File: src/hdl/ocmm_pkg.sv
package ocmm_pkg;

	localparam logic [7:0] CH_SLASH = 8'h2F;
	localparam logic [7:0] CH_ZERO  = 8'h30;
	localparam logic [7:0] CH_ONE   = 8'h31;
	localparam logic [7:0] CH_TWO   = 8'h32;
	localparam logic [7:0] CH_D     = 8'h64;
	localparam logic [7:0] CH_E     = 8'h65;
	localparam logic [7:0] CH_R     = 8'h72;
	localparam logic [7:0] CH_X     = 8'h78;
	localparam logic [7:0] CH_Y     = 8'h79;
	localparam logic [7:0] CH_U     = 8'h75;
	localparam logic [7:0] CH_S     = 8'h73;
	localparam logic [7:0] CH_H     = 8'h68;
	localparam logic [7:0] CH_G     = 8'h67;
	localparam logic [7:0] CH_L     = 8'h6C;

	localparam int unsigned WIN_DEPTH = 8;

	localparam logic [3:0] CNT_FADER  = 4'd11;
	localparam logic [3:0] CNT_XY     = 4'd14;
	localparam logic [3:0] CNT_SWITCH = 4'd10;

	localparam logic [3:0] CTRL_FADER1  = 4'd0;
	localparam logic [3:0] CTRL_XY1     = 4'd4;
	localparam logic [3:0] CTRL_XY2     = 4'd5;
	localparam logic [3:0] CTRL_PUSH1   = 4'd6;
	localparam logic [3:0] CTRL_TOGGLE1 = 4'd10;
	localparam logic [3:0] CTRL_TOGGLE4 = 4'd13;
	localparam logic [3:0] CTRL_NONE    = 4'd14;

	localparam logic [31:0] FLT_MAG_MASK = 32'h7FFF_FFFF;
	localparam logic [30:0] FLT_INF_MAG  = 31'h7F80_0000;
	localparam logic [30:0] FLT_ONE_MAG  = 31'h3F80_0000;

	typedef enum logic [1:0] {
		PH_HEADER  = 2'd0,
		PH_NAME    = 2'd1,
		PH_COUNT   = 2'd2,
		PH_SPARE   = 2'd3
	} phase_t;

	typedef enum logic [2:0] {
		EV_PAGE       = 3'd0,
		EV_RESTART    = 3'd1,
		EV_UPDATE     = 3'd2,
		EV_FIRST_BAD  = 3'd3,
		EV_SECOND_BAD = 3'd4
	} event_t;

	// NaN, +0 and -0 pass; otherwise 0 <= x <= 1
	function automatic logic in_unit_range(input logic [31:0] bits);
		logic [30:0] mag;
		logic        ok;
		mag = bits[30:0];
		if (mag > FLT_INF_MAG)
			ok = 1'b1;
		else if (mag == '0)
			ok = 1'b1;
		else if (bits[31])
			ok = 1'b0;
		else
			ok = (mag <= FLT_ONE_MAG);
		return ok;
	endfunction

	// digit '1' .. '4' selects base+offset, else keep old
	function automatic logic [3:0] pick_digit(input logic [7:0] d, input logic [3:0] base,
			input logic [3:0] old);
		logic [7:0] off;
		off = d - CH_ONE;
		if (d >= CH_ONE && off < 8'd4)
			return base + off[3:0];
		return old;
	endfunction

endpackage

File: src/hdl/osc_control_message_matcher.sv
// Channel  | Group    | tdata (low bit up)                             | tuser
// ---------+----------+------------------------------------------------+-------------
// input    | s_axis_* | rx_byte[7:0]                                   | bytes_lost
// result   | m_axis_* | page[7:0] control[11:8] value_last[43:12]      | event_res
//          |          | value_prior[75:44] switch_level[76], pad zeros |
//
// One word per cycle unless stalled: the byte window, parse state and result register all
// update on the accepting edge; a result is visible the cycle after its word.
// Reset clears window, parse state and the result valid flag.
// The input is stalled only while a result is held and the output side is not ready.
module osc_control_message_matcher (
	input  logic        clk,
	input  logic        arst_n,
	input  logic        s_axis_tvalid,
	output logic        s_axis_tready,
	input  logic [7:0]  s_axis_tdata,   // rx_byte
	input  logic        s_axis_tuser,   // bytes_lost
	output logic        m_axis_tvalid,
	input  logic        m_axis_tready,
	output logic [79:0] m_axis_tdata,   // page, control, value_last, value_prior, switch_level
	output logic [2:0]  m_axis_tuser    // event_res
);

	logic [7:0]          win_q [ocmm_pkg::WIN_DEPTH];
	ocmm_pkg::phase_t    phase_q, phase_next;
	logic                hunt_q, hunt_next;
	logic [3:0]          cnt_q, cnt_next;
	logic                two_q, two_next;
	logic [3:0]          sel_q, sel_next;

	logic                out_valid_q;
	ocmm_pkg::event_t    ev_q, ev_next;
	logic [7:0]          page_q, page_next;
	logic [3:0]          ctrl_q, ctrl_next;
	logic [31:0]         vlast_q, vlast_next;
	logic [31:0]         vprior_q, vprior_next;
	logic                level_q, level_next;
	logic                res_next;

	logic                accept;
	logic                hunt_eff;
	ocmm_pkg::phase_t    phase_eff;
	logic [7:0]          b;
	logic                is_header;
	logic                m_fader, m_xy, m_push, m_toggle;
	logic [3:0]          cnt_dec;
	logic [31:0]         v1, v2;

	assign s_axis_tready = !out_valid_q || m_axis_tready;
	assign accept        = s_axis_tvalid && s_axis_tready;
	assign b             = s_axis_tdata;

	assign hunt_eff  = hunt_q || s_axis_tuser;
	assign phase_eff = s_axis_tuser ? ocmm_pkg::PH_HEADER : phase_q;

	// window after the shift: entry 0 is b, entry i is win_q[i-1]
	assign is_header = (b == ocmm_pkg::CH_SLASH) && (win_q[1] == ocmm_pkg::CH_SLASH);
	assign m_fader   = (win_q[2] == ocmm_pkg::CH_D) && (win_q[1] == ocmm_pkg::CH_E)
		&& (win_q[0] == ocmm_pkg::CH_R);
	assign m_xy      = (win_q[1] == ocmm_pkg::CH_X) && (win_q[0] == ocmm_pkg::CH_Y);
	assign m_push    = (win_q[2] == ocmm_pkg::CH_U) && (win_q[1] == ocmm_pkg::CH_S)
		&& (win_q[0] == ocmm_pkg::CH_H);
	assign m_toggle  = (win_q[2] == ocmm_pkg::CH_G) && (win_q[1] == ocmm_pkg::CH_L)
		&& (win_q[0] == ocmm_pkg::CH_E);
	assign cnt_dec   = cnt_q - 4'd1;
	assign v1        = {win_q[2], win_q[1], win_q[0], b};
	assign v2        = two_q ? {win_q[6], win_q[5], win_q[4], win_q[3]} : '0;

	// next parse state
	always_comb begin
		phase_next = phase_eff;
		hunt_next  = hunt_eff;
		cnt_next   = cnt_q;
		two_next   = two_q;
		sel_next   = sel_q;
		if (hunt_eff) begin
			if (b == ocmm_pkg::CH_SLASH)
				hunt_next = 1'b0;
		end else if (is_header) begin
			phase_next = ocmm_pkg::PH_NAME;
		end else begin
			unique case (phase_eff)
				ocmm_pkg::PH_NAME: begin
					if (m_fader) begin
						phase_next = ocmm_pkg::PH_COUNT;
						cnt_next   = ocmm_pkg::CNT_FADER;
						two_next   = 1'b0;
						sel_next   = ocmm_pkg::pick_digit(b, ocmm_pkg::CTRL_FADER1, sel_q);
					end else if (m_xy) begin
						phase_next = ocmm_pkg::PH_COUNT;
						cnt_next   = ocmm_pkg::CNT_XY;
						two_next   = 1'b1;
						sel_next   = (b == ocmm_pkg::CH_TWO) ? ocmm_pkg::CTRL_XY2
							: ocmm_pkg::CTRL_XY1;
					end else if (m_push) begin
						phase_next = ocmm_pkg::PH_COUNT;
						cnt_next   = ocmm_pkg::CNT_SWITCH;
						two_next   = 1'b0;
						sel_next   = ocmm_pkg::pick_digit(b, ocmm_pkg::CTRL_PUSH1, sel_q);
					end else if (m_toggle) begin
						phase_next = ocmm_pkg::PH_COUNT;
						cnt_next   = ocmm_pkg::CNT_SWITCH;
						two_next   = 1'b0;
						sel_next   = ocmm_pkg::pick_digit(b, ocmm_pkg::CTRL_TOGGLE1, sel_q);
					end
				end
				ocmm_pkg::PH_COUNT: begin
					cnt_next = cnt_dec;
					if (cnt_dec == '0)
						phase_next = ocmm_pkg::PH_HEADER;
				end
				default: ;
			endcase
		end
	end

	// result for this word
	always_comb begin
		res_next    = 1'b0;
		ev_next     = ocmm_pkg::EV_UPDATE;
		page_next   = '0;
		ctrl_next   = ocmm_pkg::CTRL_NONE;
		vlast_next  = '0;
		vprior_next = '0;
		level_next  = 1'b0;
		if (!hunt_eff) begin
			if (is_header) begin
				res_next = 1'b1;
				if (phase_eff == ocmm_pkg::PH_HEADER) begin
					ev_next   = ocmm_pkg::EV_PAGE;
					page_next = win_q[0] - ocmm_pkg::CH_ZERO;
				end else begin
					ev_next = ocmm_pkg::EV_RESTART;
				end
			end else if (phase_eff == ocmm_pkg::PH_COUNT && cnt_dec == '0) begin
				res_next    = 1'b1;
				ctrl_next   = sel_q;
				vlast_next  = v1;
				vprior_next = v2;
				if (!ocmm_pkg::in_unit_range(v1)) begin
					ev_next = ocmm_pkg::EV_FIRST_BAD;
				end else if (two_q && !ocmm_pkg::in_unit_range(v2)) begin
					ev_next = ocmm_pkg::EV_SECOND_BAD;
				end else begin
					ev_next = ocmm_pkg::EV_UPDATE;
					if (sel_q >= ocmm_pkg::CTRL_PUSH1 && sel_q <= ocmm_pkg::CTRL_TOGGLE4)
						level_next = |(v1 & ocmm_pkg::FLT_MAG_MASK);
				end
			end
		end
	end

	always_ff @(posedge clk or negedge arst_n) begin
		if (!arst_n) begin
			for (int i = 0; i < ocmm_pkg::WIN_DEPTH; i++)
				win_q[i] <= '0;
			phase_q <= ocmm_pkg::PH_HEADER;
			hunt_q  <= 1'b0;
			cnt_q   <= '0;
			two_q   <= 1'b0;
			sel_q   <= ocmm_pkg::CTRL_NONE;
		end else if (accept) begin
			phase_q <= phase_next;
			hunt_q  <= hunt_next;
			cnt_q   <= cnt_next;
			two_q   <= two_next;
			sel_q   <= sel_next;
			if (hunt_eff) begin
				// a slash ends the hunt and lands in the newest slot without a shift
				if (b == ocmm_pkg::CH_SLASH)
					win_q[0] <= b;
			end else begin
				for (int i = ocmm_pkg::WIN_DEPTH - 1; i > 0; i--)
					win_q[i] <= win_q[i-1];
				win_q[0] <= b;
			end
		end
	end

	always_ff @(posedge clk or negedge arst_n) begin
		if (!arst_n) begin
			out_valid_q <= 1'b0;
		end else if (accept) begin
			out_valid_q <= res_next;
		end else if (m_axis_tready) begin
			out_valid_q <= 1'b0;
		end
	end

	always_ff @(posedge clk) begin
		if (accept && res_next) begin
			ev_q     <= ev_next;
			page_q   <= page_next;
			ctrl_q   <= ctrl_next;
			vlast_q  <= vlast_next;
			vprior_q <= vprior_next;
			level_q  <= level_next;
		end
	end

	assign m_axis_tvalid = out_valid_q;
	assign m_axis_tuser  = ev_q;
	assign m_axis_tdata  = {3'b000, level_q, vprior_q, vlast_q, ctrl_q, page_q};

endmodule

File: config.mk
export PLATFORM = sky130hd
export DESIGN_NAME = osc_control_message_matcher
export DESIGN_NICKNAME = d
export VERILOG_FILES = /design/src/hdl/ocmm_pkg.sv /design/src/hdl/osc_control_message_matcher.sv
export SDC_FILE = /design/constraint.sdc
export NUM_CORES = 1
export LEC_CHECK = 0
export BUFFER_PORTS_ARGS = -buffer_cell sky130_fd_sc_hd__buf_2
export CAP_MARGIN = 20
export CORE_MARGIN = 1
export CORE_UTILIZATION = 40
export DETAILED_ROUTE_END_ITERATION = 8
export GPL_TIMING_DRIVEN = 0
export MAX_ROUTING_LAYER = met4
export PLACE_DENSITY = 0.64
export SKIP_CTS_REPAIR_TIMING = 1
export SYNTH_ARGS = -nofsm -noshare
export SYNTH_HDL_FRONTEND = slang
export SYNTH_SLANG_ARGS = --single-unit
File: constraint.sdc
create_clock -name clk -period 5.41 [get_ports clk]
set_input_delay 0.541 -clock clk [delete_from_list [all_inputs] [get_ports clk]]
set_output_delay 0.541 -clock clk [all_outputs]
set_load 0.005 [all_outputs]
==> summary.md, run 1 <==
| Metric | Value |
|---|---|
| Run status | `finished clean` |
| Seq/Total Area, Yosys | `0.622` |
| Final Max Tran Viols | `0` |
| CP arrival | `3.61 ns` |
| CP Capture Type | `register` |
| Fin Setup TNS | `0 ns` |
| Initial antenna violation count | `0` |
| Remaining DRCs | `0` |
| Skew final | `0.0113 ns` |
| Vias per inst | `5.20` |
| I/O pin count | `98` |
| Primary FF master, synth | `edfxtp_1` |
| Crit path required time | `5.69 ns` |
| GR met3 Demand/Resource | `0.0403` |
| RSZ-0062 raised after global routing | `false` |
| Synthesized area | `6650 um^2` |
| Highest Clock Rate | `0.300 GHz` |
| GRT overflow | `0` |
| Via count | `4397` |
| CTS clk-pin slew, worst paths | `0.06 ns` |
| CTS tree | `built` |
| Post-DP HPWL | `10400 um` |
| Clock Path Buffers | `2` |
| R2R setup slack | `2.07 ns` |
| Final nets | `641` |
| Core Area | `16100 um^2` |
| # diodes | `0` |
| Seq cells post-synth | `149` |
| Total Power | `2.57 mW` |
| Synth Area per Inst | `13.3 um^2` |
| Crit start category | `register` |
| Commonest non-fill, non-tap cell in the layout | `buf_2` |
| Post-Route WL | `14600 um` |
| GR peak layer | `met2` |
| Port bufs | `92` |
| Netlist cell types | `57` |
| Yosys warns | `0` |
| # rows | `46` |
| Layout cell share with drive strength beyond 1 | `0.312` |
| Reg-to-Reg Start | `cnt_q[0]` |
| Wire length per cell | `17.2 um` |
| Period utilization | `0.617` |
| Critical path class | `reg -> reg` |
| Die height | `131 um` |
| EDFF count, synth | `80` |
| Final hold violation count | `0` |
| Crit Reg-Reg Endpoint | `m_axis_tuser[2]` |
| Sink Count | `149` |
| Worst-Margin Slew | `0.894 ns` |
| Largest fanout on the critical path | `10` |
| Layout area overhead | `21.1%` |
| PD cells | `319 nW/um^2` |
| LEAKAGE | `3.85 nW` |
| Hold Crit Class | `in -> async` |
| Worst rel slew slack | `0.404` |
| Crit path launch | `cnt_q[0]` |
| Maximum VDD drop | `0.000205 V` |
| CTS Root Cell | `clkbuf_16` |
| # H-tree levels | `4` |
| Largest net degree at the start of global routing | `70` |
| Die width | `131 um` |
| First-pass GRT wire length | `23000 um` |
| Gr usage total | `0.186` |
| Most frequent cells in the layout | `buf_2, edfxtp_1, dfrtp_1` |
| Clock buffer count from CTS | `17` |
| Die area | `17100 um^2` |
| Worst-skew pair later-pin latency | `0.42 ns` |
| Vias in the first global route | `4334` |
| Starting density of the core | `0.414` |
| Fillers | `1373` |
| Fin crit period | `3.34 ns` |
| Reg2reg path depth | `9` |
| Max-Cap Viols | `0` |
| DRT iter0 DRCs | `265` |
| Count of final setup violators | `0` |
| M1 GR Usage | `0.240` |
| GPL Wtd Cong | `0.847` |
| DRT antenna net count | `0` |
| DRT Pass-1 Iters | `4` |
| Global routing usage on met2 | `0.291` |
| Cells after synthesis | `501` |
| Asr flop ratio synth | `0.463` |
## worst max-delay path by stage
stage                 endpoint  slack [ns]  cells after the start
5_1_grt        m_axis_tuser[2]        1.86                      9
6_report       m_axis_tuser[2]        2.07                      9
3_3_place_gp       vlast_q[27]        0.16                      6
4_1_cts        m_axis_tuser[2]        2.06                      9
2_1_floorplan        ctrl_q[0]        1.33                      5
3_5_place_dp   m_axis_tuser[2]        2.06                     10
## metrics by stage
step           cell area [um^2]  utilization  instances  hold WS [ns]  worst slack [ns]
6_report                   8050        0.501        845         0.213              2.07
5_1_grt                    8050        0.501        845         0.307              1.86
4_1_cts                    8050        0.501        845         0.270              2.06
3_5_place_dp               7440        0.463        813         0.539              2.06
3_3_place_gp               7390        0.460        811         0.527             0.157
2_1_floorplan              6660            -        503         0.245              1.33
## power breakdown
| part | leakage, nW | internal, mW | switching [mW] |
|---|---|---|---|
| logic | 1.69 | 0.0466 | 0.0509 |
| registers | 1.87 | 1.21 | 0.0465 |
| clock network | 0.296 | 0.738 | 0.481 |
## logic make-up (layout without fill, tap and decap cells)
family / Yosys count / after routing / share of synthesized area
flops: 149 / 149 / 0.622
xor+xnor: 8 / 8 / 0.0105
mux: 58 / 58 / 0.0984
fa+ha+maj: 12 / 12 / 0.0237
simple gates: 192 / 192 / 0.177
buf+inv: 39 / 165 / 0.0254
other cells: 1 / 3 / 0.000564
compound gates: 42 / 42 / 0.0427
## metal layers
metal | vias to the layer above | wire length, um
met1 | 2164 | 6760
li1 | 2104 | -
met5 | - | 0
met2 | 112 | 7100
met3 | 17 | 501
met4 | 0 | 204
## state kept, by name, summed over array words and instances (netlist names)
name / flops
vlast_q: 32
vprior_q: 32
win_q: 32
v1: 24
page_q: 8
cnt_q: 4
ctrl_q: 4
sel_q: 4
m_axis_tuser: 3
phase_q: 2
hunt_q: 1
level_q: 1
m_axis_tvalid: 1
two_q: 1
## worst max-delay path: stages, from the launching register on
cell and delay (ns):
dfrtp_1 0.44, inv_1 0.09, ha_1 0.25, or3b_1 0.41, o31ai_1 0.23, and2_1 0.24, and3b_1 0.26, clkbuf_1 0.50
clkbuf_1 0.51, and3_1 0.27
## Yosys cell counts, drive strengths merged (2+ instances only)
cell	n	area share
or3b	2	0.0026
edfxtp	80	0.36
xor2	3	0.0040
o211ai	2	0.0023
and2	36	0.034
ha	11	0.021
a41oi	2	0.0026
and4b	4	0.0060
and3b	2	0.0026
clkbuf	21	0.012
xnor2	5	0.0066
mux2i	2	0.0030
a21oi	7	0.0053
nand3b	3	0.0034
or3	2	0.0019
o21a	2	0.0023
nand2b	10	0.0094
inv	13	0.0073
or4	4	0.0045
nor4bb	4	0.0060
buf	5	0.0062
mux2	56	0.095
a22o	2	0.0026
a31oi	3	0.0028
nand2	17	0.0096
nand3	8	0.0060
nor4	17	0.017
nor3b	2	0.0023
nor2	20	0.011
and3	36	0.035
nor3	6	0.0045
or2	4	0.0038
o21ai	14	0.011
dfrtp	66	0.25
nand4b	4	0.0053
nand4	9	0.0085
dfstp	3	0.012
o311a	2	0.0030
## layout make-up
cell class                 count  area [um^2]  area share
sequential                   149         4130       0.513
timing repair buffer          94          503      0.0625
buffer                        26          120      0.0149
multi-input combinational    315         2360       0.293
clock buffer                  17          425      0.0528
clock inverter                15          190      0.0236
tap                          216          270      0.0336
inverter                      13         48.8     0.00606
Note: power is estimated with default switching activity, not from simulation.
==> run 2: changes to the inputs <==
--- a/config.mk
+++ b/config.mk
@@ -12,7 +12,7 @@
 export DETAILED_ROUTE_END_ITERATION = 8
 export GPL_TIMING_DRIVEN = 0
 export MAX_ROUTING_LAYER = met4
-export PLACE_DENSITY = 0.64
+export PLACE_DENSITY = 0.61
 export SKIP_CTS_REPAIR_TIMING = 1
 export SYNTH_ARGS = -nofsm -noshare
 export SYNTH_HDL_FRONTEND = slang
==> constraint.sdc (replaced) <==
create_clock -name clk -period 3.1 [get_ports clk]
set_input_delay 0.31 -clock clk [delete_from_list [all_inputs] [get_ports clk]]
set_output_delay 0.31 -clock clk [all_outputs]
set_load 0.005 [all_outputs]
==> run 2 against run 1 <==
Net effect: highest routed layer unchanged; sequential cell count unchanged; the run now ends with hold timing left; register-to-register slack got worse by 1.9 ns; count of clock-buffer cells in the layout grew 1; largest power group unchanged; wire length grew 1.7%; clock power increased by 71%; global-route usage about the same; combinational power grew 81%; critical path depth is 3 higher; final area rose by 0.73%.
==> summary.md, run 2 (same netlist as run 1, synthesis figures left out) <==
| Metric | Value |
|---|---|
| Initial antenna violation count | `0` |
| WP buf/inv | `2` |
| Core Area | `16100 um^2` |
| Final hold slack | `-0.00271 ns` |
| Crit path launch | `v1[12]` |
| Die area | `17100 um^2` |
| Hold Crit Class | `in -> async` |
| Clock buffer count from CTS | `17` |
| Sw Share | `0.222` |
| Internal | `3.47 mW` |
| Die height | `131 um` |
| Multi-input gate area | `2400 um^2` |
| Die width | `131 um` |
| LEAKAGE | `3.89 nW` |
| Count of final setup violators | `0` |
| Worst-skew pair later-pin latency | `0.42 ns` |
| Largest net degree at the start of global routing | `70` |
| Final hold violation count | `2` |
| Post-layout instance area | `8110 um^2` |
| Sink Count | `149` |
| Gr usage total | `0.186` |
| Total Power | `4.46 mW` |
| Final Max Tran Viols | `0` |
| Layout area overhead | `22.0%` |
| Most frequent cells in the layout | `buf_2, edfxtp_1, dfrtp_1` |
| Worst-Margin Slew | `0.897 ns` |
| GPL Wtd Cong | `0.834` |
| CTS clk-pin slew, worst paths | `0.06 ns` |
| Via count | `4450` |
| CP arrival | `3.28 ns` |
| Comb power frac | `0.039` |
| CP most frequent cell | `xnor2_1` |
| DRT Pass-1 Iters | `4` |
| # rows | `46` |
| Vias in the first global route | `4224` |
| Final nets | `644` |
| Register area | `4130 um^2` |
| Post-DP HPWL | `10400 um` |
| Reg-to-Reg Start | `v1[12]` |
| Crit path largest cell delay | `0.44 ns` |
| # H-tree levels | `4` |
| Crit path cell chain | `inv_2, ha_1, nor4bb_4, nand3_2, nor4_4, inv_1, fa_1, xnor2_1, xnor2_1, xnor2_1, nor2_1, mux2_1` |
| CP Capture Type | `register` |
| Fin Setup TNS | `0 ns` |
| Crit path required time | `3.44 ns` |
| Commonest non-fill, non-tap cell in the layout | `buf_2` |
| Run status | `finished, violations left` |
| Critical path class | `reg -> reg` |
| Crit start category | `register` |
| I/O pin count | `98` |
| RSZ-0062 raised after global routing | `false` |
| Failing checks | `hold timing` |
| GRT overflow | `0` |
| Vias per inst | `5.25` |
| Net Switching | `0.991 mW` |
| Largest fanout on the critical path | `5` |
| DP Area | `7440 um^2` |
| Clk pwr share | `0.468` |
| Fillers | `1409` |
| DRT iter0 DRCs | `351` |
| Starting density of the core | `0.414` |
| CTS Root Cell | `clkbuf_16` |
| Max-Cap Viols | `0` |
| Period utilization | `0.947` |
| Layout cell share with drive strength beyond 1 | `0.328` |
| Reg2reg path depth | `12` |
| Worst rel slew slack | `0.402` |
| CTS tree | `built` |
| PD cells | `550 nW/um^2` |
| Largest regs | `vlast_q: 32 flops, vprior_q: 32 flops, win_q: 32 flops` |
| Utilization after layout | `0.505` |
| Highest Clock Rate | `0.340 GHz` |
| Cell count along the critical path | `12` |
| Remaining DRCs | `0` |
| First-pass GRT wire length | `22900 um` |
| # diodes | `0` |
| Reg power frac | `0.492` |
| Skew final | `0.00893 ns` |
| Port bufs | `92` |
| DRT antenna net count | `0` |
| Fin crit period | `2.94 ns` |
| Crit-path leading delay family | `simple AND/OR/NAND/NOR gates` |
| Wire length per cell | `17.5 um` |
| Clock Path Buffers | `2` |
| Post-Route WL | `14800 um` |
| Slowest CP cell | `fa_1` |
| Maximum VDD drop | `0.000388 V` |
[run 2: final timing paths]
kind | endpoint | slack (ns)
worst max-delay path | sel_q[3] | 0.16
worst min register to register | sel_q[0] | 0.52
min in group clk | phase_q[0] | 0.16
worst max register to register | sel_q[3] | 0.16
max in group asynchronous | win_q[23] | 2.50
worst min-delay path | v1[15] | -0.003
[run 2: layer usage]
metal / vias up / share of wire / wire length (um) / GRT usage
met1: 2232 / 0.46 / 6840 / 0.240
met2: 107 / 0.49 / 7280 / 0.289
li1: 2097 / - / - / -
met4: 0 / 0.012 / 178 / 0.0609
met3: 14 / 0.035 / 526 / 0.0436
met5: - / 0 / 0 / -
[run 2: area by class of cell]
type / count / share of cell area
inverter: 13 / 0.00602
clock buffer: 18 / 0.0529
buffer: 26 / 0.0159
timing repair buffer: 97 / 0.0648
tap: 216 / 0.0333
sequential: 149 / 0.510
multi-input combinational: 315 / 0.296
clock inverter: 14 / 0.0216
[run 2: power groups by stage]
| stage | registers [mW] | clock network, mW | logic [mW] |
|---|---|---|---|
| 6_report | 2.19 | 2.09 | 0.176 |
| 5_1_grt | 2.20 | 2.23 | 0.198 |
| 4_1_cts | 2.19 | 2.14 | 0.173 |
| 3_5_place_dp | 2.23 | 0 | 0.172 |
| 3_3_place_gp | 2.23 | 0 | 0.167 |
| 2_1_floorplan | 2.19 | 0 | 0.118 |
[run 2: stage by stage]
stage / cells / setup slack (ns)
5_1_grt: 848 / 0.0104
3_5_place_dp: 813 / -0.304
3_3_place_gp: 811 / -0.804
4_1_cts: 845 / -0.359
6_report: 848 / 0.163
2_1_floorplan: 503 / 0.00363
==> run 3: changes to the inputs <==
--- a/config.mk
+++ b/config.mk
@@ -10,7 +10,6 @@
 export CORE_MARGIN = 1
 export CORE_UTILIZATION = 40
 export DETAILED_ROUTE_END_ITERATION = 8
-export GPL_TIMING_DRIVEN = 0
 export MAX_ROUTING_LAYER = met4
 export PLACE_DENSITY = 0.61
 export SKIP_CTS_REPAIR_TIMING = 1
==> run 3 against run 2 <==
Net effect: the flow now finishes without violations; first-iteration DRC count down 32%; largest cell class unchanged; power down 4.4%; worst hold slack better by 0.17 ns; maximum frequency up 3.5%; clock skew up 0.0033 ns; largest power group unchanged; sequential cell count unchanged.
==> summary.md, run 3 (same netlist as run 1, synthesis figures left out) <==
| Metric | Value |
|---|---|
| DRT iter0 DRCs | `237` |
| Largest net degree at the start of global routing | `57` |
| Vias per inst | `5.20` |
| CTS clk-pin slew, worst paths | `0.06 ns` |
| Count of final setup violators | `0` |
| Setup WS post-layout | `0.263 ns` |
| First-pass GRT wire length | `22200 um` |
| LEAKAGE | `3.86 nW` |
| Final hold violation count | `0` |
| Starting density of the core | `0.414` |
| CP Capture Type | `register` |
| Hold Crit Class | `in -> reg` |
| I/O pin count | `98` |
| Maximum VDD drop | `0.000382 V` |
| # diodes | `0` |
| Via count | `4331` |
| CP arrival | `3.18 ns` |
| Die height | `131 um` |
| WHS Path Cells | `2` |
| Fin Setup TNS | `0 ns` |
| R2R setup slack | `0.26 ns` |
| Register area | `4130 um^2` |
| Reg2reg path depth | `12` |
| # rows | `46` |
| Initial antenna violation count | `0` |
| Total Power | `4.26 mW` |
| DRT antenna net count | `0` |
| Skew final | `0.0122 ns` |
| Reg-to-Reg Start | `v1[12]` |
| WP buf/inv | `2` |
| Worst-Margin Slew | `0.719 ns` |
| Post-DP HPWL | `9870 um` |
| Slowest CP cell | `fa_1` |
| GPL Wtd Cong | `0.882` |
| Most frequent cells in the layout | `buf_2, edfxtp_1, dfrtp_1` |
| DP Area | `7400 um^2` |
| Multi-input gate area | `2390 um^2` |
| Die area | `17100 um^2` |
| Largest regs | `vlast_q: 32 flops, vprior_q: 32 flops, win_q: 32 flops` |
| Commonest non-fill, non-tap cell in the layout | `buf_2` |
| Wire length per cell | `16.8 um` |
| Gr usage total | `0.179` |
| Highest Clock Rate | `0.352 GHz` |
| PD cells | `534 nW/um^2` |
| Pre-CTS setup slack | `0.117 ns` |
| Post-layout instance area | `7980 um^2` |
| # H-tree levels | `4` |
| Worst-skew pair later-pin latency | `0.42 ns` |
| Final nets | `629` |
| Core Area | `16100 um^2` |
| DRT Pass-1 Iters | `7` |
| Worst Hold Path EP | `phase_q[0]` |
| Clock Path Buffers | `2` |
| Crit path largest cell delay | `0.44 ns` |
| Sink Count | `149` |
| Post-Route WL | `14000 um` |
| Max-Cap Viols | `0` |
| Crit path cell chain | `inv_1, ha_1, nor4bb_4, nand3_1, nor4_4, inv_1, fa_1, xnor2_1, xnor2_1, xnor2_1, nor2_1, mux2_1` |
| Final hold slack | `0.162 ns` |
| RSZ-0062 raised after global routing | `false` |
| Inst Count DP | `800` |
| Crit-path leading delay family | `simple AND/OR/NAND/NOR gates` |
| Critical path class | `reg -> reg` |
| Worst rel slew slack | `0.521` |
| Crit Reg-Reg Endpoint | `sel_q[3]` |
| Run status | `finished clean` |
| Largest fanout on the critical path | `5` |
| Final Max Tran Viols | `0` |
| Die width | `131 um` |
| CTS Root Cell | `clkbuf_16` |
| Layout cell share with drive strength beyond 1 | `0.331` |
| Clock buffer count from CTS | `17` |
| Crit start category | `register` |
| Finished Layout Cells | `833` |
| Layout area overhead | `20.1%` |
| Fin crit period | `2.84 ns` |
| Port bufs | `94` |
| Fillers | `1406` |
| GRT overflow | `0` |
| CTS tree | `built` |
| Remaining DRCs | `0` |
| Vias in the first global route | `4189` |
| Crit path required time | `3.45 ns` |
| CP most frequent cell | `xnor2_1` |
| Min-delay src | `s_axis_tuser` |
| Period utilization | `0.915` |
| Utilization after layout | `0.497` |
## run 3: report_power, final
group          total, mW  internal, mW  switching [mW]
Combinational      0.177        0.0863          0.0911
Sequential          2.18          2.11          0.0748
Clock               1.90          1.15           0.755
## run 3: worst max path at each step
stage                   from         to  slack, ns  cells past startpoint
CTS                   v1[12]   sel_q[3]       0.10                     12
global placement      v1[12]   sel_q[3]       0.20                     12
floorplan           cnt_q[0]  ctrl_q[0]      0.004                      7
finish                v1[12]   sel_q[3]       0.26                     12
detailed placement    v1[12]   sel_q[3]       0.12                     12
global route          v1[12]   sel_q[3]       0.03                     12
## run 3: worst reg2reg max path, cell delays in order (launching register included)
cell and delay, ns:
dfrtp_1 0.42, inv_1 0.13, ha_1 0.18, nor4bb_4 0.30
nand3_1 0.19, nor4_4 0.21, inv_1 0.10, fa_1 0.44
xnor2_1 0.15, xnor2_1 0.19, xnor2_1 0.13, nor2_1 0.05
mux2_1 0.28
## run 3: cell type report
type | count | area share
Clock buffer | 23 | 0.0588
Tap cell | 216 | 0.0339
Clock inverter | 9 | 0.00987
Timing Repair Buffer | 108 | 0.0740
Inverter | 13 | 0.00611
Sequential cell | 149 | 0.518
Multi-Input combinational cell | 315 | 0.300
## run 3: routing by layer
| layer | vias to the layer above | track usage | routed length, um |
|---|---|---|---|
| met1 | 2117 | 0.231 | 6520 |
| met5 | - | - | 0 |
| met4 | 0 | 0.0609 | 205 |
| met3 | 21 | 0.0444 | 602 |
| li1 | 2064 | - | - |
| met2 | 129 | 0.277 | 6690 |
